<file path="src/hdl/rme_pkg.sv">
// Package with register codes, operation codes and shared types of the RSA block.
`timescale 1ns / 1ps
package rme_pkg;

	// APB address width: three registers at byte addresses 0, 4, 8
	localparam int ADDR_BITS = 4;

	// register indexes (paddr[3:2])
	localparam logic [1:0] REG_MODULUS  = 2'd0;
	localparam logic [1:0] REG_PUB_EXP  = 2'd1;
	localparam logic [1:0] REG_PRIV_EXP = 2'd2;

	// operation select
	localparam logic FUNC_ENCRYPT = 1'b0;
	localparam logic FUNC_DECRYPT = 1'b1;

	// status of the modular multiplier
	typedef struct packed {
		logic busy;
		logic done;
	} mm_stat_t;

endpackage

</file>
<file path="src/hdl/rsa_modular_exponentiation.sv">
// Top level of the RSA modular exponentiation engine (square and multiply).
`timescale 1ns / 1ps
// Computes message^e mod n (func = encrypt) or message^d mod n (func = decrypt).
// n, e and d are APB registers at 0x0, 0x4, 0x8 (reset n = 2, e = d = 1); the user
// must write them only while the engine is idle, which the block itself does not
// enforce. Only the low WORD_BITS bits of the registers and of the message are used.
// A message at or above n is first reduced mod n; for n below 2 the result is 0.
// All arithmetic runs through one bit-serial modular multiplier that retires one
// multiplier bit per cycle. One multiply steps through all WORD_BITS bits of its
// multiplier, and the next multiply is launched in the cycle in which the multiplier
// reports done. Per request: one multiply to reduce the message, then for each of
// the WORD_BITS exponent bits, MSB first, one squaring plus one multiply when the
// bit is set. req_ready is high only while idle, so the next request is taken only
// once the engine is idle again. The result sits in an output register, so a new
// request can be taken while the last result waits for res_ready; the engine stalls
// at the end only if that register is still full.
module rsa_modular_exponentiation import rme_pkg::*; #(
	parameter int WORD_BITS = 32
) (
	input  logic                 clk,
	input  logic                 arst_n,
	// request channel
	input  logic                 req_valid,
	output logic                 req_ready,
	input  logic                 func,
	input  logic [31:0]          message,
	// result channel
	output logic                 res_valid,
	input  logic                 res_ready,
	output logic [31:0]          result,
	// APB configuration
	input  logic                 psel,
	input  logic                 penable,
	input  logic                 pwrite,
	input  logic [ADDR_BITS-1:0] paddr,
	input  logic [31:0]          pwdata,
	output logic [31:0]          prdata,
	output logic                 pready
);

	localparam int W     = WORD_BITS;
	localparam int CNT_W = $clog2(W);
	localparam logic [CNT_W-1:0] LAST = CNT_W'(W - 1);

	typedef enum logic [2:0] {
		S_IDLE,
		S_REDUCE,
		S_SQUARE,
		S_MULT,
		S_OUT
	} state_t;

	// configuration registers
	logic [W-1:0] mod_q;
	logic [W-1:0] pub_q;
	logic [W-1:0] priv_q;

	// sequencer
	state_t           state_q;
	logic [W-1:0]     exp_q;    // exponent, current bit at MSB
	logic [CNT_W-1:0] cnt_q;    // exponent bit position, counted from MSB
	logic [W-1:0]     base_q;   // message mod n
	logic [W-1:0]     acc_q;    // final value waiting for the output register
	logic             res_valid_q;
	logic [31:0]      result_q;

	// multiplier hookup
	logic         mm_start;
	logic [W-1:0] mm_a;
	logic [W-1:0] mm_b;
	logic [W-1:0] mm_res;
	mm_stat_t     mm_stat;

	logic req_acc;
	logic last_bit;
	logic mod_small;
	logic cfg_wr;

	assign req_ready = (state_q == S_IDLE);
	assign req_acc   = req_valid && req_ready;
	assign last_bit  = (cnt_q == LAST);
	assign mod_small = (mod_q < W'(2));
	assign res_valid = res_valid_q;
	assign result    = result_q;

	// ---------------- APB registers ----------------
	assign pready = 1'b1;
	assign cfg_wr = psel && penable && pwrite;

	always_ff @(posedge clk or negedge arst_n) begin
		if (!arst_n) begin
			mod_q  <= W'(2);
			pub_q  <= W'(1);
			priv_q <= W'(1);
		end else if (cfg_wr) begin
			case (paddr[3:2])
				REG_MODULUS:  mod_q  <= pwdata[W-1:0];
				REG_PUB_EXP:  pub_q  <= pwdata[W-1:0];
				REG_PRIV_EXP: priv_q <= pwdata[W-1:0];
				default: ;
			endcase
		end
	end

	always_comb begin
		case (paddr[3:2])
			REG_MODULUS:  prdata = 32'(mod_q);
			REG_PUB_EXP:  prdata = 32'(pub_q);
			REG_PRIV_EXP: prdata = 32'(priv_q);
			default:      prdata = '0;
		endcase
	end

	// ---------------- multiplier launch ----------------
	// Next multiply is launched in the cycle the previous one reports done.
	always_comb begin
		mm_start = 1'b0;
		mm_a     = mm_res;
		mm_b     = mm_res;
		case (state_q)
			S_IDLE: begin
				// message * 1 mod n reduces the message
				if (req_acc && !mod_small) begin
					mm_start = 1'b1;
					mm_a     = message[W-1:0];
					mm_b     = W'(1);
				end
			end
			S_REDUCE: begin
				// first squaring of the accumulator, which starts at 1
				if (mm_stat.done) begin
					mm_start = 1'b1;
					mm_a     = W'(1);
					mm_b     = W'(1);
				end
			end
			S_SQUARE: begin
				if (mm_stat.done) begin
					if (exp_q[W-1]) begin
						mm_start = 1'b1;
						mm_b     = base_q;
					end else if (!last_bit) begin
						mm_start = 1'b1;
					end
				end
			end
			S_MULT: begin
				if (mm_stat.done && !last_bit) begin
					mm_start = 1'b1;
				end
			end
			default: ;
		endcase
	end

	rme_mulmod #(
		.WORD_BITS(W)
	) u_mulmod (
		.clk   (clk),
		.arst_n(arst_n),
		.start (mm_start),
		.a     (mm_a),
		.b     (mm_b),
		.n     (mod_q),
		.stat  (mm_stat),
		.res   (mm_res)
	);

	// ---------------- sequencer ----------------
	always_ff @(posedge clk or negedge arst_n) begin
		if (!arst_n) begin
			state_q     <= S_IDLE;
			res_valid_q <= 1'b0;
			cnt_q       <= '0;
		end else begin
			if (res_valid_q && res_ready) begin
				res_valid_q <= 1'b0;
			end
			case (state_q)
				S_IDLE: begin
					if (req_acc) begin
						exp_q <= (func == FUNC_DECRYPT) ? priv_q : pub_q;
						cnt_q <= '0;
						if (mod_small) begin
							acc_q   <= '0;
							state_q <= S_OUT;
						end else begin
							state_q <= S_REDUCE;
						end
					end
				end
				S_REDUCE: begin
					if (mm_stat.done) begin
						base_q  <= mm_res;
						state_q <= S_SQUARE;
					end
				end
				S_SQUARE: begin
					if (mm_stat.done) begin
						if (exp_q[W-1]) begin
							state_q <= S_MULT;
						end else if (last_bit) begin
							acc_q   <= mm_res;
							state_q <= S_OUT;
						end else begin
							exp_q <= exp_q << 1;
							cnt_q <= cnt_q + 1'b1;
						end
					end
				end
				S_MULT: begin
					if (mm_stat.done) begin
						if (last_bit) begin
							acc_q   <= mm_res;
							state_q <= S_OUT;
						end else begin
							exp_q   <= exp_q << 1;
							cnt_q   <= cnt_q + 1'b1;
							state_q <= S_SQUARE;
						end
					end
				end
				S_OUT: begin
					// wait for the output register to be free
					if (!res_valid_q || res_ready) begin
						result_q    <= 32'(acc_q);
						res_valid_q <= 1'b1;
						state_q     <= S_IDLE;
					end
				end
				default: state_q <= S_IDLE;
			endcase
		end
	end

endmodule

</file>
<file path="src/hdl/rme_mulmod.sv">
// Bit-serial interleaved modular multiplier: a * b mod n, one bit of a per cycle.
`timescale 1ns / 1ps
module rme_mulmod import rme_pkg::*; #(
	parameter int WORD_BITS = 32
) (
	input  logic                 clk,
	input  logic                 arst_n,
	input  logic                 start,
	input  logic [WORD_BITS-1:0] a,
	input  logic [WORD_BITS-1:0] b,
	input  logic [WORD_BITS-1:0] n,
	output mm_stat_t             stat,
	output logic [WORD_BITS-1:0] res
);

	localparam int W     = WORD_BITS;
	localparam int CNT_W = $clog2(W);
	localparam logic [CNT_W-1:0] LAST = CNT_W'(W - 1);

	logic [W-1:0]     a_q;
	logic [W-1:0]     b_q;
	logic [W-1:0]     r_q;
	logic [CNT_W-1:0] cnt_q;
	logic             busy_q;
	logic             done_q;

	logic [W+1:0] t;
	logic [W+2:0] d1;
	logic [W+2:0] d2;
	logic [W-1:0] r_nxt;

	// t = 2r + a_i*b < 3n; subtract n or 2n to bring it back below n
	always_comb begin
		t  = {1'b0, r_q, 1'b0} + (a_q[W-1] ? {2'b00, b_q} : '0);
		d1 = {1'b0, t} - {3'b000, n};
		d2 = {1'b0, t} - {2'b00, n, 1'b0};
		if (!d2[W+2]) begin
			r_nxt = d2[W-1:0];
		end else if (!d1[W+2]) begin
			r_nxt = d1[W-1:0];
		end else begin
			r_nxt = t[W-1:0];
		end
	end

	always_ff @(posedge clk or negedge arst_n) begin
		if (!arst_n) begin
			busy_q <= 1'b0;
			done_q <= 1'b0;
			cnt_q  <= '0;
		end else begin
			done_q <= 1'b0;
			if (busy_q) begin
				r_q   <= r_nxt;
				a_q   <= a_q << 1;
				cnt_q <= cnt_q + 1'b1;
				if (cnt_q == LAST) begin
					busy_q <= 1'b0;
					done_q <= 1'b1;
				end
			end else if (start) begin
				a_q    <= a;
				b_q    <= b;
				r_q    <= '0;
				cnt_q  <= '0;
				busy_q <= 1'b1;
			end
		end
	end

	assign stat.busy = busy_q;
	assign stat.done = done_q;
	assign res       = r_q;

endmodule

</file>
<file path="config.mk">
export PLATFORM = sky130hd
export DESIGN_NAME = rsa_modular_exponentiation
export DESIGN_NICKNAME = d
export VERILOG_FILES = /design/src/hdl/rme_pkg.sv /design/src/hdl/rsa_modular_exponentiation.sv /design/src/hdl/rme_mulmod.sv
export SDC_FILE = /design/constraint.sdc
export NUM_CORES = 1
export LEC_CHECK = 0
export ABC_AREA = 1
export BUFFER_PORTS_ARGS = -buffer_cell sky130_fd_sc_hd__buf_2
export CELL_PAD_IN_SITES_DETAIL_PLACEMENT = 0
export CELL_PAD_IN_SITES_GLOBAL_PLACEMENT = 1
export CORE_MARGIN = 2
export CORE_UTILIZATION = 46
export CTS_CLUSTER_SIZE = 12
export DETAILED_ROUTE_END_ITERATION = 10
export PLACE_DENSITY_LB_ADDON = 0.15
export SETUP_SLACK_MARGIN = 0.4
export SYNTH_ARGS = -nofsm -noshare
export SYNTH_HDL_FRONTEND = slang
export SYNTH_HIERARCHICAL = 1
export SYNTH_SLANG_ARGS = --single-unit
export TNS_END_PERCENT = 20
</file>
<file path="constraint.sdc">
create_clock -name clk -period 5.7 [get_ports clk]
set_input_delay 1.425 -clock clk [delete_from_list [all_inputs] [get_ports clk]]
set_output_delay 1.425 -clock clk [all_outputs]
set_load 0.005 [all_outputs]
</file>
==> results.py <==
metrics = {
    "setup_path": {
        "cp_max_fo": 34,
        "cp_common_cell": "nand2_1",
        "worstPathRequired_ns": 5.99,
        "crit_buf_inv": 4,
        "cp_slowest_cell": "edfxtp_1",
        "rrSetupSlack_ns": 0.78,
        "crit_family": "compound AO/OA/AOI/OAI gates",
        "arrival_ns": 5.21,
        "end_kind": "flop",
        "r2r-start": "u_mulmod/a_q[31]",
        "start_kind": "flop",
        "worst-r2r-cell-count": 25,
        "cp_slowest_stage_delay_ns": 0.43,
        "timing.rr.end": "u_mulmod/res[13]",
        "worst-setup-path-type": "flop to flop",
    },
    "placement": {
        "place_inst": 3802,
        "dpl_cell_area_mm2": 0.0240,
        "port_buffers": 139,
        "place_congestion": 0.952,
        "dp_hpwl_um": 52500,
    },
    "final_layout": {
        "drive_above_1_share_pct": 8.72,
        "n_fill_cell": 4884,
        "multi_input_area_mm2": 0.0110,
        "final_util_pct": 52.0,
        "design_area_mm2": 0.0254,
        "final_nets": 3358,
        "antenna_cells": 0,
        "area_growth_pct": 11.7,
        "seq_area_mm2": 0.00953,
        "final_cells": 3876,
    },
    "timing": {
        "relSlewSlack_pct": 14.4,
        "tightest_slew_ns": 1.28,
        "fin_skew_ns": 0.0205,
        "fin_crit_sh_pct": 86.3,
        "hold_viol": 0,
        "tns_ns": 0,
        "rsz0062_at_grt": "no",
        "slew_violations": 0,
        "setup_viol_count_final": 0,
        "clock.fmax_mhz": 203,
        "timing.final.crit_period_ns": 4.92,
    },
    "floorplanning": {
        "initial_utilization_pct": 46.6,
        "coreArea_mm2": 0.0488,
        "die_height_um": 226,
        "ioPinCount": 143,
        "dieArea_mm2": 0.0513,
        "die_x_um": 226,
        "row_count": 81,
    },
    "grt": {
        "grt_usage_pct": 27.4,
        "first_global_vias": 19700,
        "grt_use_met1_pct": 37.8,
        "grt_max_degree": 71,
        "grt.overflow.total": 0,
        "grt_pass1_wl_um": 109000,
        "grt_use_met3_pct": 2.93,
        "grtUsageMet2_pct": 44.1,
        "antenna_found_initial": 0,
        "grt.busiest_layer": "met2",
    },
    "routing": {
        "detail-route-antenna-nets": 0,
        "wirelength_um": 69300,
        "firstDrtPassIters": 6,
        "drt-initial-drc-count": 1371,
        "routedWlPerCell_um": 17.9,
        "route.vias.total": 20500,
        "via_per_inst": 5.30,
        "route.detailed.drc": 0,
    },
    "hold_path": {
        "worstHoldStart": "acc_q[11]",
        "holdPathStages": 0,
        "hold_class": "flop to flop",
        "min_to": "result[11]",
    },
    "clock_tree": {
        "path_clk_slew_ns": 0.06,
        "cts_buffer_depth": 3,
        "cts_max_level": 2,
        "cts_root_buf": "clkbuf_16",
        "cts_made_buffers": 40,
        "clk-insertion-delay-late_ns": 0.55,
        "cts_tree": "done",
        "ctsHoldBuffers": 0,
        "cts_sinks": 336,
    },
    "logic_synthesis": {
        "yosysWarnings": 6,
        "synth_nets": 3261,
        "mappedNetlistArea_mm2": 0.0228,
        "syn_inst": 3083,
        "syn-mean-instance-area_um2": 7.38,
    },
    "job": {
        "cap_violations": 0,
    },
    "status": {
        "status": "completed",
    },
}
==> area by class of cell <==
class,count,area share [%]
multi-input combinational,2160,43.2
tap,664,3.27
clock inverter,18,0.783
sequential,336,37.5
clock buffer,56,4.46
inverter,471,6.95
timing repair buffer,171,3.80
==> how the worst max path moves through the flow <==
stage | start | to | slack, ns | cells after the start
after global routing | u_mulmod/a_q[31] | u_mulmod/res[6] | 0.40 | 28
after CTS | u_mulmod/a_q[31] | u_mulmod/res[29] | 0.62 | 24
after floorplan | req_valid | u_mulmod/a_q[10] | 1.35 | 8
after detailed placement | u_mulmod/a_q[31] | u_mulmod/res[1] | 0.66 | 25
final | u_mulmod/a_q[31] | u_mulmod/res[13] | 0.78 | 25
after global placement | u_mulmod/a_q[31] | u_mulmod/res[0] | 0.73 | 25
==> sequential cells by signal, indices dropped and copies added (netlist names) <==
name,flops
cnt_q,5
mod_q,32
result,32
u_mulmod/busy_q,1
u_mulmod/cnt_q,5
pub_q,32
u_mulmod/a_q,32
priv_q,32
acc_q,32
exp_q,32
u_mulmod/res,32
u_mulmod/done_q,1
base_q,32
u_mulmod/b_q,32
res_valid,1
state_q,3
==> layout by cell type (no fill, tap or decap), types with 4 or more instances in the layout <==
master / n
a21boi_0: 4
a21o_1: 7
a21oi_1: 204
and2_1: 6
and3_1: 4
buf_2: 138
buf_4: 29
bufinv_16: 4
clkbuf_1: 11
clkbuf_16: 42
clkinv_1: 7
clkinv_2: 5
dfrtp_1: 109
edfxtp_1: 224
ha_1: 97
inv_1: 464
inv_2: 6
nand2_1: 892
nand2_2: 8
nand3_1: 278
nand3b_1: 13
nand4_1: 18
nor2_1: 174
nor2_2: 11
nor2_4: 4
nor3_1: 21
nor4_1: 4
o211ai_1: 34
o21a_1: 5
o21ai_0: 216
o21ai_1: 8
o21bai_1: 22
o22ai_1: 31
or2_2: 4
xnor2_1: 24
xor2_1: 40
==> per-layer routing <==
| metal | wire length, um | up-vias |
|---|---|---|
| met4 | 2720 | 0 |
| li1 | - | 10300 |
| met3 | 3400 | 118 |
| met2 | 31200 | 568 |
| met1 | 32000 | 9580 |
| met5 | 0 | - |
==> what timing repair did <==
item | CTS | global route
buffers inserted | 0 | 0
gates resized for setup | 0 | 12
endpoints found under the setup margin | 0 | 32
==> stage by stage <==
step	hold WS (ns)	setup slack (ns)
floorplan	0.421	1.35
global placement	0.429	0.733
detailed placement	0.427	0.656
CTS	0.441	0.618
global route	0.450	0.402
finish	0.442	0.781
Power is not shown: default switching activity piles up to over one toggle a cycle in this logic, so the estimate is an artifact.
